File: config.mk
export PLATFORM = sky130hd
export DESIGN_NAME = current_foldback_gain_limiter_unit_flat
export DESIGN_NICKNAME = d
export VERILOG_FILES = /design/src/rtl/cfl_pkg.sv /design/src/rtl/cfl_ifs.sv /design/src/rtl/cfl_cfg_regs.sv /design/src/rtl/cfl_update.sv /design/src/rtl/current_foldback_gain_limiter_unit.sv /design/src/flat_wrapper.sv
export VERILOG_INCLUDE_DIRS = /design/src /design/src/rtl
export SDC_FILE = /design/constraint.sdc
export NUM_CORES = 1
export LEC_CHECK = 0
export BUFFER_PORTS_ARGS = -buffer_cell sky130_fd_sc_hd__buf_2
export CAP_MARGIN = 20
export CELL_PAD_IN_SITES_DETAIL_PLACEMENT = 1
export CELL_PAD_IN_SITES_GLOBAL_PLACEMENT = 1
export CORE_AREA = 2 2 263 265
export DETAILED_ROUTE_END_ITERATION = 16
export DIE_AREA = 0 0 265 267
export GPL_ROUTABILITY_DRIVEN = 1
export PLACE_DENSITY_LB_ADDON = 0.08
export SYNTH_ARGS = -nofsm -noshare
export SYNTH_HDL_FRONTEND = slang
export SYNTH_SLANG_ARGS = --single-unit
File: constraint.sdc
create_clock -name clk -period 8.5 [get_ports clk]
set_input_delay 0.425 -clock clk [delete_from_list [all_inputs] [get_ports clk]]
set_output_delay 0.425 -clock clk [all_outputs]
set_load 0.05 [all_outputs]
File: src/rtl/current_foldback_gain_limiter_unit_defines.svh
`ifndef CURRENT_FOLDBACK_GAIN_LIMITER_UNIT_DEFINES_SVH
`define CURRENT_FOLDBACK_GAIN_LIMITER_UNIT_DEFINES_SVH

// same-cycle implication, sampled on clk, off while rst is high
`define CFL_ASSERT_NOW(label, ante, cons) \
  label: assert property (@(posedge clk) disable iff (rst) (ante) |-> (cons)) \
    else $error("cfl assertion failed");

// next-cycle implication, sampled on clk, off while rst is high
`define CFL_ASSERT_NEXT(label, ante, cons) \
  label: assert property (@(posedge clk) disable iff (rst) (ante) |=> (cons)) \
    else $error("cfl assertion failed");

`endif

File: src/rtl/cfl_pkg.sv
`default_nettype none
package cfl_pkg;

  localparam int CH_W       = 3;
  localparam int CUR_W      = 16;
  localparam int GAIN_W     = 16;
  localparam int CFG_IDX_W  = 3;
  localparam int CFG_DATA_W = 16;
  localparam int LIMIT_REGS = 6;

  // register indexes
  localparam logic [CFG_IDX_W-1:0] REG_LIMIT_LAST = 3'd5;
  localparam logic [CFG_IDX_W-1:0] REG_RAMP_STEP  = 3'd6;

  localparam logic [GAIN_W-1:0] GAIN_ONE = 16'd32768;
  localparam logic [GAIN_W-1:0] GAIN_LO  = 16'd3277;
  localparam logic [GAIN_W-1:0] RAMP_RESET = 16'd1638;

  // floor = floor((limit * 8448 + 7812) / 15625), done as a reciprocal multiply
  localparam int PROD_W = 30;
  localparam int RECIP_W = 31;
  localparam logic [RECIP_W-1:0] FLOOR_RECIP = 31'd1125899907;
  localparam int FLOOR_SHIFT = 44;
  localparam logic [PROD_W-1:0] FLOOR_BIAS = 30'd7812;

  localparam logic [LIMIT_REGS-1:0][GAIN_W-1:0] LIMIT_RESET = {
    16'd18000, 16'd18000, 16'd18000, 16'd18000, 16'd20000, 16'd20000
  };
  localparam logic [LIMIT_REGS-1:0][GAIN_W-1:0] FLOOR_RESET = {
    16'd9732, 16'd9732, 16'd9732, 16'd9732, 16'd10813, 16'd10813
  };

  typedef struct packed {
    logic [LIMIT_REGS-1:0][CUR_W-1:0]  limit;
    logic [LIMIT_REGS-1:0][GAIN_W-1:0] floor_gain;
    logic [GAIN_W-1:0]                 ramp;
    logic                              busy;
  } cfl_cfg_t;

  typedef struct packed {
    logic [GAIN_W-1:0] gain;
    logic              foldback;
  } cfl_res_t;

  function automatic logic [GAIN_W-1:0] clamp_gain(input logic [GAIN_W:0] g);
    logic [GAIN_W-1:0] r;
    if (g < {1'b0, GAIN_LO}) r = GAIN_LO;
    else if (g > {1'b0, GAIN_ONE}) r = GAIN_ONE;
    else r = g[GAIN_W-1:0];
    return r;
  endfunction

endpackage
`default_nettype wire

File: src/rtl/cfl_ifs.sv
`default_nettype none
interface cfl_in_if;
  logic                       valid;
  logic                       ready;
  logic [cfl_pkg::CH_W-1:0]   channel;
  logic [cfl_pkg::CUR_W-1:0]  current_sample;
  modport source (output valid, output channel, output current_sample, input ready);
  modport sink (input valid, input channel, input current_sample, output ready);
endinterface

interface cfl_out_if;
  logic                       valid;
  logic                       ready;
  logic [cfl_pkg::CH_W-1:0]   channel_out;
  logic [cfl_pkg::GAIN_W-1:0] drive_gain;
  logic                       in_foldback;
  modport source (output valid, output channel_out, output drive_gain, output in_foldback,
                  input ready);
  modport sink (input valid, input channel_out, input drive_gain, input in_foldback,
                output ready);
endinterface

interface cfl_cfg_if;
  logic                           valid;
  logic                           ready;
  logic [cfl_pkg::CFG_IDX_W-1:0]  index;
  logic [cfl_pkg::CFG_DATA_W-1:0] data;
  modport source (output valid, output index, output data, input ready);
  modport sink (input valid, input index, input data, output ready);
endinterface
`default_nettype wire

File: src/rtl/cfl_cfg_regs.sv
`default_nettype none
module cfl_cfg_regs (
  input  wire logic          clk,
  input  wire logic          rst,
  cfl_cfg_if.sink            cfg,
  output cfl_pkg::cfl_cfg_t  cfg_state
);
  import cfl_pkg::*;

  logic [LIMIT_REGS-1:0][CUR_W-1:0]  limit;
  logic [LIMIT_REGS-1:0][GAIN_W-1:0] floor_gain;
  logic [GAIN_W-1:0]                 ramp;
  logic                              wr;
  logic                              m_valid;
  logic [CFG_IDX_W-1:0]              m_idx;
  logic [PROD_W-1:0]                 m_val;
  logic [PROD_W-1:0]                 m_val_next;
  logic [PROD_W+RECIP_W-1:0]         prod;
  logic [GAIN_W:0]                   quot;
  logic [GAIN_W-1:0]                 floor_new;

  assign cfg.ready = 1'b1;
  assign wr = cfg.valid && cfg.ready;

  // limit * 8448 as two shifted copies
  assign m_val_next = (PROD_W'(cfg.data) << 13) + (PROD_W'(cfg.data) << 8) + FLOOR_BIAS;

  assign prod = (PROD_W+RECIP_W)'(m_val) * (PROD_W+RECIP_W)'(FLOOR_RECIP);
  assign quot = prod[FLOOR_SHIFT+GAIN_W:FLOOR_SHIFT];
  assign floor_new = clamp_gain(quot);

  always_ff @(posedge clk) begin
    if (rst) begin
      m_valid <= 1'b0;
      ramp    <= RAMP_RESET;
    end else begin
      m_valid <= wr && (cfg.index <= REG_LIMIT_LAST);
      if (wr && (cfg.index == REG_RAMP_STEP)) ramp <= cfg.data;
    end
  end

  always_ff @(posedge clk) begin
    if (wr) begin
      m_idx <= cfg.index;
      m_val <= m_val_next;
    end
  end

  for (genvar k = 0; k < LIMIT_REGS; k++) begin : g_lim
    always_ff @(posedge clk) begin
      if (rst) begin
        limit[k]      <= LIMIT_RESET[k];
        floor_gain[k] <= FLOOR_RESET[k];
      end else begin
        if (wr && (cfg.index == CFG_IDX_W'(k))) limit[k] <= cfg.data;
        if (m_valid && (m_idx == CFG_IDX_W'(k))) floor_gain[k] <= floor_new;
      end
    end
  end

  assign cfg_state.limit      = limit;
  assign cfg_state.floor_gain = floor_gain;
  assign cfg_state.ramp       = ramp;
  assign cfg_state.busy       = m_valid;

endmodule
`default_nettype wire

File: src/rtl/cfl_update.sv
`default_nettype none
module cfl_update #(
  parameter int ACT = 6
) (
  input  wire logic                       clk,
  input  wire logic                       rst,
  input  wire logic                       en,
  input  wire logic [cfl_pkg::CH_W-1:0]   ch,
  input  wire logic [cfl_pkg::CUR_W-1:0]  cur,
  input  wire cfl_pkg::cfl_cfg_t          cfg_state,
  output cfl_pkg::cfl_res_t               res
);
  import cfl_pkg::*;

  logic [GAIN_W-1:0] gain [ACT];
  logic              fb   [ACT];
  logic [GAIN_W-1:0] g_cur;
  logic [GAIN_W-1:0] g_mid;
  logic [GAIN_W-1:0] g_new;
  logic [GAIN_W-1:0] lim;
  logic [GAIN_W-1:0] fl;
  logic              f_cur;
  logic              f_new;
  logic              ch_ok;

  always_comb begin
    g_cur = '0;
    f_cur = 1'b0;
    lim   = '0;
    fl    = '0;
    for (int k = 0; k < ACT; k++) begin
      if (ch == CH_W'(k)) begin
        g_cur = gain[k];
        f_cur = fb[k];
        lim   = cfg_state.limit[k];
        fl    = cfg_state.floor_gain[k];
      end
    end
    ch_ok = ch < CH_W'(ACT);

    f_new = f_cur;
    g_mid = g_cur;
    if (!f_cur && (cur >= lim)) begin
      f_new = 1'b1;
      if (fl < g_cur) g_mid = fl;
    end else if (f_cur && (cur <= lim)) begin
      f_new = 1'b0;
    end

    // ramp back up whenever the channel is out of foldback
    if (f_new) g_new = g_mid;
    else g_new = clamp_gain({1'b0, g_mid} + {1'b0, cfg_state.ramp});

    res.gain     = ch_ok ? g_new : '0;
    res.foldback = ch_ok && f_new;
  end

  for (genvar k = 0; k < ACT; k++) begin : g_chan
    always_ff @(posedge clk) begin
      if (rst) begin
        gain[k] <= GAIN_ONE;
        fb[k]   <= 1'b0;
      end else if (en && (ch == CH_W'(k))) begin
        gain[k] <= g_new;
        fb[k]   <= f_new;
      end
    end
  end

endmodule
`default_nettype wire

File: src/rtl/current_foldback_gain_limiter_unit.sv
// result path: sample into the input register, then into the result register on advance
// throughput: one sample per cycle unless stalled; the gain update lands with the result load
// a limit register write holds off samples while the floor gain is recomputed
// reset (synchronous, rst high): gains 1.0, foldback flags clear, registers to defaults
`default_nettype none
`include "current_foldback_gain_limiter_unit_defines.svh"
module current_foldback_gain_limiter_unit #(
  parameter int CHANNELS = 6
) (
  input  wire logic clk,
  input  wire logic rst,
  cfl_in_if.sink    samples,
  cfl_out_if.source results,
  cfl_cfg_if.sink   cfg
);
  import cfl_pkg::*;

  localparam int ACT = (CHANNELS < LIMIT_REGS) ? CHANNELS : LIMIT_REGS;

  cfl_cfg_t          cfg_state;
  cfl_res_t          res;
  logic              s1_valid;
  logic [CH_W-1:0]   s1_ch;
  logic [CUR_W-1:0]  s1_cur;
  logic              out_valid;
  logic [CH_W-1:0]   out_ch;
  logic [GAIN_W-1:0] out_gain;
  logic              out_fb;
  logic              advance;
  logic              take;
  logic              out_ch_ok;
  logic              limit_wr;

  cfl_cfg_regs u_cfg (
    .clk       (clk),
    .rst       (rst),
    .cfg       (cfg),
    .cfg_state (cfg_state)
  );

  cfl_update #(.ACT(ACT)) u_upd (
    .clk       (clk),
    .rst       (rst),
    .en        (s1_valid && advance),
    .ch        (s1_ch),
    .cur       (s1_cur),
    .cfg_state (cfg_state),
    .res       (res)
  );

  assign advance = !out_valid || results.ready;
  assign samples.ready = (!s1_valid || advance) && !cfg_state.busy;
  assign take = samples.valid && samples.ready;

  always_ff @(posedge clk) begin
    if (rst) begin
      s1_valid  <= 1'b0;
      out_valid <= 1'b0;
    end else begin
      if (take) s1_valid <= 1'b1;
      else if (advance) s1_valid <= 1'b0;
      if (advance) out_valid <= s1_valid;
    end
  end

  always_ff @(posedge clk) begin
    if (take) begin
      s1_ch  <= samples.channel;
      s1_cur <= samples.current_sample;
    end
    if (advance && s1_valid) begin
      out_ch   <= s1_ch;
      out_gain <= res.gain;
      out_fb   <= res.foldback;
    end
  end

  assign results.valid       = out_valid;
  assign results.channel_out = out_ch;
  assign results.drive_gain  = out_gain;
  assign results.in_foldback = out_fb;

  assign out_ch_ok = out_ch < CH_W'(ACT);
  assign limit_wr  = cfg.valid && cfg.ready && (cfg.index <= REG_LIMIT_LAST);

  `CFL_ASSERT_NOW(a_bad_ch_zero, out_valid && !out_ch_ok, (out_gain == '0) && !out_fb)
  `CFL_ASSERT_NOW(a_gain_range, out_valid && out_ch_ok, (out_gain >= GAIN_LO) && (out_gain <= GAIN_ONE))
  `CFL_ASSERT_NEXT(a_limit_wr_holds, limit_wr, !samples.ready)
  `CFL_ASSERT_NEXT(a_stage_holds, s1_valid && !advance, s1_valid && $stable(s1_ch) && $stable(s1_cur))

endmodule
`default_nettype wire

File: src/flat_wrapper.sv
// flat-port wrapper written by rule: the top's interface ports become plain ports
module current_foldback_gain_limiter_unit_flat import cfl_pkg::*;
#(
  parameter int CHANNELS = 6
)
  (clk, rst, samples_valid, samples_channel, samples_current_sample, samples_ready, results_valid, results_channel_out, results_drive_gain, results_in_foldback, results_ready, cfg_valid, cfg_index, cfg_data, cfg_ready);
  cfl_in_if samples_i ();
  cfl_out_if results_i ();
  cfl_cfg_if cfg_i ();
  input  wire logic clk;
  input  wire logic rst;
  input wire logic [$bits(samples_i.valid)-1:0] samples_valid;
  input wire logic [$bits(samples_i.channel)-1:0] samples_channel;
  input wire logic [$bits(samples_i.current_sample)-1:0] samples_current_sample;
  output wire logic [$bits(samples_i.ready)-1:0] samples_ready;
  output wire logic [$bits(results_i.valid)-1:0] results_valid;
  output wire logic [$bits(results_i.channel_out)-1:0] results_channel_out;
  output wire logic [$bits(results_i.drive_gain)-1:0] results_drive_gain;
  output wire logic [$bits(results_i.in_foldback)-1:0] results_in_foldback;
  input wire logic [$bits(results_i.ready)-1:0] results_ready;
  input wire logic [$bits(cfg_i.valid)-1:0] cfg_valid;
  input wire logic [$bits(cfg_i.index)-1:0] cfg_index;
  input wire logic [$bits(cfg_i.data)-1:0] cfg_data;
  output wire logic [$bits(cfg_i.ready)-1:0] cfg_ready;
  assign samples_i.valid = samples_valid;
  assign samples_i.channel = samples_channel;
  assign samples_i.current_sample = samples_current_sample;
  assign samples_ready = samples_i.ready;
  assign results_valid = results_i.valid;
  assign results_channel_out = results_i.channel_out;
  assign results_drive_gain = results_i.drive_gain;
  assign results_in_foldback = results_i.in_foldback;
  assign results_i.ready = results_ready;
  assign cfg_i.valid = cfg_valid;
  assign cfg_i.index = cfg_index;
  assign cfg_i.data = cfg_data;
  assign cfg_ready = cfg_i.ready;
  current_foldback_gain_limiter_unit #(.CHANNELS(CHANNELS)) u_core (.clk(clk), .rst(rst), .samples(samples_i), .results(results_i), .cfg(cfg_i));
endmodule
# == After elaboration in Yosys (flattened, before gate mapping) ==
# Memory sizes are Yosys's and may differ from the RTL's.
# Cells that the tools add are included.
# totals
reg_bits,283
ram_bits,102
inputBits,43
output_inout_bits,23
word_cells,169
mem_count,2
# mem_list
name,depth,word_bits,rd,rd_clocked_by_memory_dff,wr,line_no,source
u_core.u_upd.gain,6,16,6,0,6,cfl_update.sv:15,logic [GAIN_W-1:0] gain [ACT];
u_core.u_upd.fb,6,1,6,0,6,cfl_update.sv:16,logic fb [ACT];
# op_classes
addsub,3
n_mul,1
n_lt_le_gt_ge,9
n_eq_ne,16
muxes,67
bitwise_logic,12
reduce_logical,36
# ops
op,count
16-bit two-way mux,31
"30-bit by 31-bit multiplier with 61-bit output, second input constant",1
1-bit two-way mux,36
"17-bit by 16-bit > comparator with 1-bit output, second input constant",2
"17-bit by 12-bit < comparator with 1-bit output, second input constant",2
29-bit by 24-bit adder with 30-bit output,1
"30-bit by 13-bit adder with 30-bit output, second input constant",1
1-bit logical AND,26
"3-bit equality test, second input constant",7
"3-bit by 2-bit equality test with 1-bit output, second input constant",6
16-bit by 16-bit adder with 17-bit output,1
16-bit greater-or-equal comparator,1
16-bit less-or-equal comparator,1
16-bit < comparator,1
1-bit bitwise OR,12
"3-bit by 1-bit equality test with 1-bit output, second input constant",3
3-bit zero test,3
1-bit zero test,4
"3-bit less-or-equal comparator, second input constant",1
"3-bit < comparator, second input constant",1
1-bit logical OR,2
2-bit nonzero test,1

# == Longest topological paths before layout ==
# depth
ltp_word,16
ltp_mapped,37
mapped_depth_nobuf,30

# == By module ==
# A second synthesis with hierarchy kept.
# unflattened
cells_unflattened,3087
hier_area_um2,30620.6
# modules_own_cells
module,instances,cells_per_inst,area_per_inst_um2,seq_area_each_um2
cfl_cfg_regs,1,2272,20931.3,4934.7
cfl_update,1,766,8415.6,3062.9
current_foldback_gain_limiter_unit,1,49,1273.7,1211.2

# == Worst setup path after synthesis ==
# No wires, ideal clock.
# synth_timing
kind,register to register
startpoint,register u_core.s1_ch[0]
endpoint,memory u_core.u_upd.gain[0][4] (data pin)
setup_time_ps,153
arrival_time_ps,7157
required_time_ps,8347
setup_slack_ps,1190
stages_incl_launch_ff,34
path_buffers,8
period_less_slack_ps,7310
cell_sequence,edfxtp_1 -> buf_2 -> buf_2 -> buf_2 -> buf_2 -> buf_2 -> buf_2 -> mux2_2 -> a222oi_1 -> ha_1 -> nand4_1 -> nor3_1 -> nand4_1 -> a31oi_1 -> a211oi_1 -> a211oi_4 -> buf_4 -> nor2_1 -> a21oi_1 -> ha_1 -> inv_1 -> fa_1 -> nor2b_1 -> o21a_1 -> o21ai_1 -> a21o_1 -> a21o_1 -> a311oi_1 -> nand4_1 -> or3_1 -> o31ai_4 -> nand3_2 -> buf_2 -> o22ai_1
# synth_lines
element,line_no,source
from (decl),current_foldback_gain_limiter_unit.sv:23,logic [CH_W-1:0] s1_ch;
from (signal assigned),current_foldback_gain_limiter_unit.sv:68,s1_ch <= samples.channel;
to (decl),cfl_update.sv:15,

# == Worst setup path after layout ==
# layout_timing
startpoint,register u_core.u_cfg.m_val[19]
endpoint,"register u_core.u_cfg.floor_gain, in the netlist u_core.u_cfg.cfg_state[69]"
# layout_between
elab_chain_cells,4
elab_cells_between_ends,5
cone_classes,mul (1); order compare (2); mux (2)
# layout_lines
element,line_no,source
from (decl),cfl_cfg_regs.sv:16,logic [PROD_W-1:0] m_val;
from (signal assigned),cfl_cfg_regs.sv:45,m_val <= m_val_next;
30-bit by 31-bit multiplier with 61-bit output *,cfl_cfg_regs.sv:28,assign prod = (PROD_W+RECIP_W)'(m_val) * (PROD_W+RECIP_W)'(FLOOR_RECIP);
17-bit by 16-bit > comparator with 1-bit output,cfl_pkg.sv:48,"else if (g > {1'b0, GAIN_ONE}) r = GAIN_ONE;"
16-bit two-way mux,cfl_pkg.sv:48,
16-bit two-way mux *,cfl_pkg.sv:47,"if (g < {1'b0, GAIN_LO}) r = GAIN_LO;"
"to (signal, indexed assignment)",cfl_cfg_regs.sv:53,floor_gain[k] <= FLOOR_RESET[k];
"to (signal, indexed assignment)",cfl_cfg_regs.sv:56,if (m_valid && (m_idx == CFG_IDX_W'(k))) floor_gain[k] <= floor_new;
to (decl),cfl_cfg_regs.sv:11,logic [LIMIT_REGS-1:0][GAIN_W-1:0] floor_gain;
# Every way passes the cells marked *; elsewhere a longest branch is shown, timed or not.
# A chain may end at the register's enable or synchronous reset.

==> results.yml <==
worst_setup_path:
  critPathCaptureType: "register"
  path_class: "register to register"
  cp-start-kind: "register"
  r2r-start: "u_core.u_cfg.m_val[19]$_DFFE_PP_"
  worstPathArrival_ps: 8590
  required_ps: 8960
  slowest_stage: "edfxtp_1"
  crit_top_cell: "fa_1"
  worst-path-max-fanout: 8
  crit_chain: "ha_1 > inv_1 > fa_1 > fa_1 > inv_1 > fa_1 > fa_1 > fa_1 > fa_1 > ha_1 > ha_1 > a21oi_1 > o21ai_0 > a311oi_1 > o22ai_2 > or4b_1 > nand3_1 > o21ai_0 > a211oi_2 > nand2_1 > nand3_1 > o21ai_0"
  cp_slowest_stage_delay_ps: 580
  cp_num_buf_inv: 2
  r2r_cells: 22
  critPathTopFamily: "adder cells"
  r2r_slack_ps: 370
  r2r_end: "u_core.u_cfg.cfg_state[69]$_SDFFE_PP0P_"
sta:
  period_share_pct: 95.6
  relSlewSlack_pct: 23.1
  skew_ps: 54.4
  fmaxAchievable_ghz: 0.123
  period_needed_ps: 8130
  fin_ws_ps: 373
  hold_viol_final: 0
  tightest_slew_ps: 1140
  setup_violations: 0
  tns_ps: 0
  report.final.slew_viol_count: 0
  rsz0062_at_grt: "no"
finish:
  final_area_sq_mm: 0.0336
  layout_common_cells: "nand2_1, inv_1, ha_1"
  final_cells: 4189
  syn_to_final_growth_pct: 11.2
  nets: 3897
  final_common_cell: "nand2_1"
  drive_gt1_share_pct: 10.7
min_path:
  worstHoldStart: "samples_current_sample[4]"
  min_to: "u_core.s1_cur[4]$_DFFE_PP_"
  whs_path_depth: 1
  hp-class: "primary input to register"
clock_tree:
  cts_tree: "done"
  cts_root_buf: "clkbuf_16"
  cts_buffer_depth: 3
  path_clk_slew_ps: 60
  cts_buffers: 46
  cts_htree_levels: 2
  clock_latency_ps: 610
  clkSinkCount: 377
drt:
  antenna_left: 0
  wl_per_cell_um: 24.5
  viasPerCell: 5.71
  vias: 23900
  drt_iter0_drc: 1538
  drc: 0
  drt-total-wl_um: 103000
  first_pass_iters: 7
synthesis:
  yosysSeqAreaShare_pct: 30.5
  ys_warn_count: 0
  synthArstFlopShare_pct: 0
  synth_top_area_share_pct: 16.5
  synth_seq_cells: 377
  synth_area_leaders: "edfxtp_1, fa_1, ha_1, dfxtp_1, nand2_1"
  synth-main-ff-cell: "dfxtp_1"
  yosysUniqueCellTypes: 92
  syn_area_per_cell_sq_um: 9.53
  synth_top_cell_by_area: "edfxtp_1"
  syn_area_sq_mm: 0.0302
  synthesis.nets: 3800
  synth_edf_count: 166
  synth_cells: 3171
global_route:
  gr-usage-all-layers_pct: 29.3
  grt_max_degree: 84
  gr-total-overflow: 0
  grt_pass1_wl_um: 157000
  antenna_found_initial: 0
  grt_pass1_vias: 25900
placement:
  dp.cells: 4080
  detailedPlace.worstSlack_ps: 155
  numPortBuffers: 64
  gp_congestion: 0.981
  place_area_sq_mm: 0.0319
  dpl.hpwl_um: 80000
flow_run:
  max_cap_viol_count: 0
die:
  start_util_pct: 44.5
  fp-row-count: 96
  design.core.area_sq_mm: 0.0680
  die_h_um: 267
  die_area_sq_mm: 0.0708
  die_x_um: 265
  ios: 66
run_status:
  status: "complete, no violations"
cell families (layout without fill, tap and decap cells):
| group | count (synthesis) | in the layout | synth area share [%] |
|---|---|---|---|
| and+or+nand+nor | 926 | 926 | 13.8 |
| AOI/OAI and AO/OA | 596 | 596 | 12.5 |
| adders and majority gates | 586 | 586 | 30.0 |
| buffers and inverters | 523 | 658 | 6.63 |
| DFF | 377 | 377 | 30.5 |
| muxes | 119 | 119 | 5.34 |
| xor gates and xnor gates | 43 | 43 | 1.27 |
| other | 1 | 2 | 0.0124 |
registers in the layout, indices dropped and copies added (netlist names):
| register | count |
|---|---|
| u_core.results.valid | 1 |
| u_core.s1_valid | 1 |
| u_core.results.channel_out | 3 |
| u_core.u_cfg.cfg_state | 192 |
| u_core.u_cfg.ramp | 16 |
| u_core.results.in_foldback | 1 |
| u_core.u_cfg.m_valid | 1 |
| u_core.u_upd.gain | 96 |
| u_core.u_cfg.m_val | 22 |
| u_core.u_cfg.m_idx | 3 |
| u_core.s1_cur | 16 |
| u_core.u_upd.fb | 6 |
| u_core.s1_ch | 3 |
| u_core.results.drive_gain | 16 |
worst register-to-register path, stage by stage (launching register included):
cell and delay, ps:
edfxtp_1 580, ha_1 470, inv_1 180, fa_1 560, fa_1 520, inv_1 50, fa_1 460, fa_1 580
fa_1 540, fa_1 490, ha_1 320, ha_1 360, a21oi_1 200, o21ai_0 110, a311oi_1 400, o22ai_2 230
or4b_1 550, nand3_1 230, o21ai_0 160, a211oi_2 370, nand2_1 180, nand3_1 300, o21ai_0 160
worst max path at each step:
stage / end / start / cells past startpoint
2_1_floorplan: u_core.u_upd.gain[0][4]$_SDFFCE_PN0P_ / u_core.s1_ch[0]$_DFFE_PP_ / 33
3_3_place_gp: u_core.u_cfg.cfg_state[74]$_SDFFE_PP1P_ / u_core.u_cfg.m_val[13]$_DFFE_PP_ / 26
3_5_place_dp: u_core.u_cfg.cfg_state[74]$_SDFFE_PP1P_ / u_core.u_cfg.m_val[13]$_DFFE_PP_ / 26
4_1_cts: u_core.u_cfg.cfg_state[74]$_SDFFE_PP1P_ / u_core.u_cfg.m_val[13]$_DFFE_PP_ / 26
5_1_grt: u_core.u_cfg.cfg_state[37]$_SDFFE_PP1P_ / u_core.u_cfg.m_val[25]$_DFFE_PP_ / 25
6_report: u_core.u_cfg.cfg_state[69]$_SDFFE_PP0P_ / u_core.u_cfg.m_val[19]$_DFFE_PP_ / 22
timing repair:
action                                  CTS  global route
resized for setup                         0             8
buffers inserted                          0             8
endpoints found under the hold margin    12             0
endpoints found under the setup margin    0            61
hold buffers                             12             0
layer usage:
metal,vias up,global-route usage [%],share of wire [%]
met2,487,50.9,49
met3,102,2.82,3.7
met1,12200,39.9,46
li1,11100,-,-
met4,0,5.92,1.8
met5,-,0,0
synth_stat cells, types with 11 or more instances:
master / number
and3_1: 13
edfxtp_1: 166
a21o_1: 24
nor2_1: 226
dfxtp_1: 211
nand4_1: 23
mux2i_1: 61
fa_1: 230
clkbuf_1: 95
nor2b_1: 19
nor3_1: 41
o22ai_1: 31
inv_1: 391
o21ai_0: 97
mux2_2: 27
a211oi_1: 16
o21ai_1: 39
mux4_2: 31
o21a_1: 33
and2_1: 29
xnor2_1: 25
o211ai_1: 22
xor2_1: 17
buf_1: 11
ha_1: 356
nand3_1: 92
nand2b_1: 20
a21oi_1: 219
nand2_1: 399
buf_2: 23
area by class of cell:
class	count	area, sq um
fillers	7650	34400
multi-input cells	2271	19100
flip-flops and latches	377	9210
inverters	391	1470
repair buffers	181	1300
clock buffers	63	1240
well taps	882	1100
clock inverters	23	213
diodes	1	2.50
through the flow:
step | utilization [%] | hold slack, ps
floorplan | - | 424
global placement | 47.0 | 438
detailed placement | 47.0 | 446
CTS | 49.3 | 4.35
global route | 49.4 | 15.5
finish | 49.4 | 28.7
Power is not shown: default switching activity piles up to over one toggle a cycle in this logic, so the estimate is an artifact.
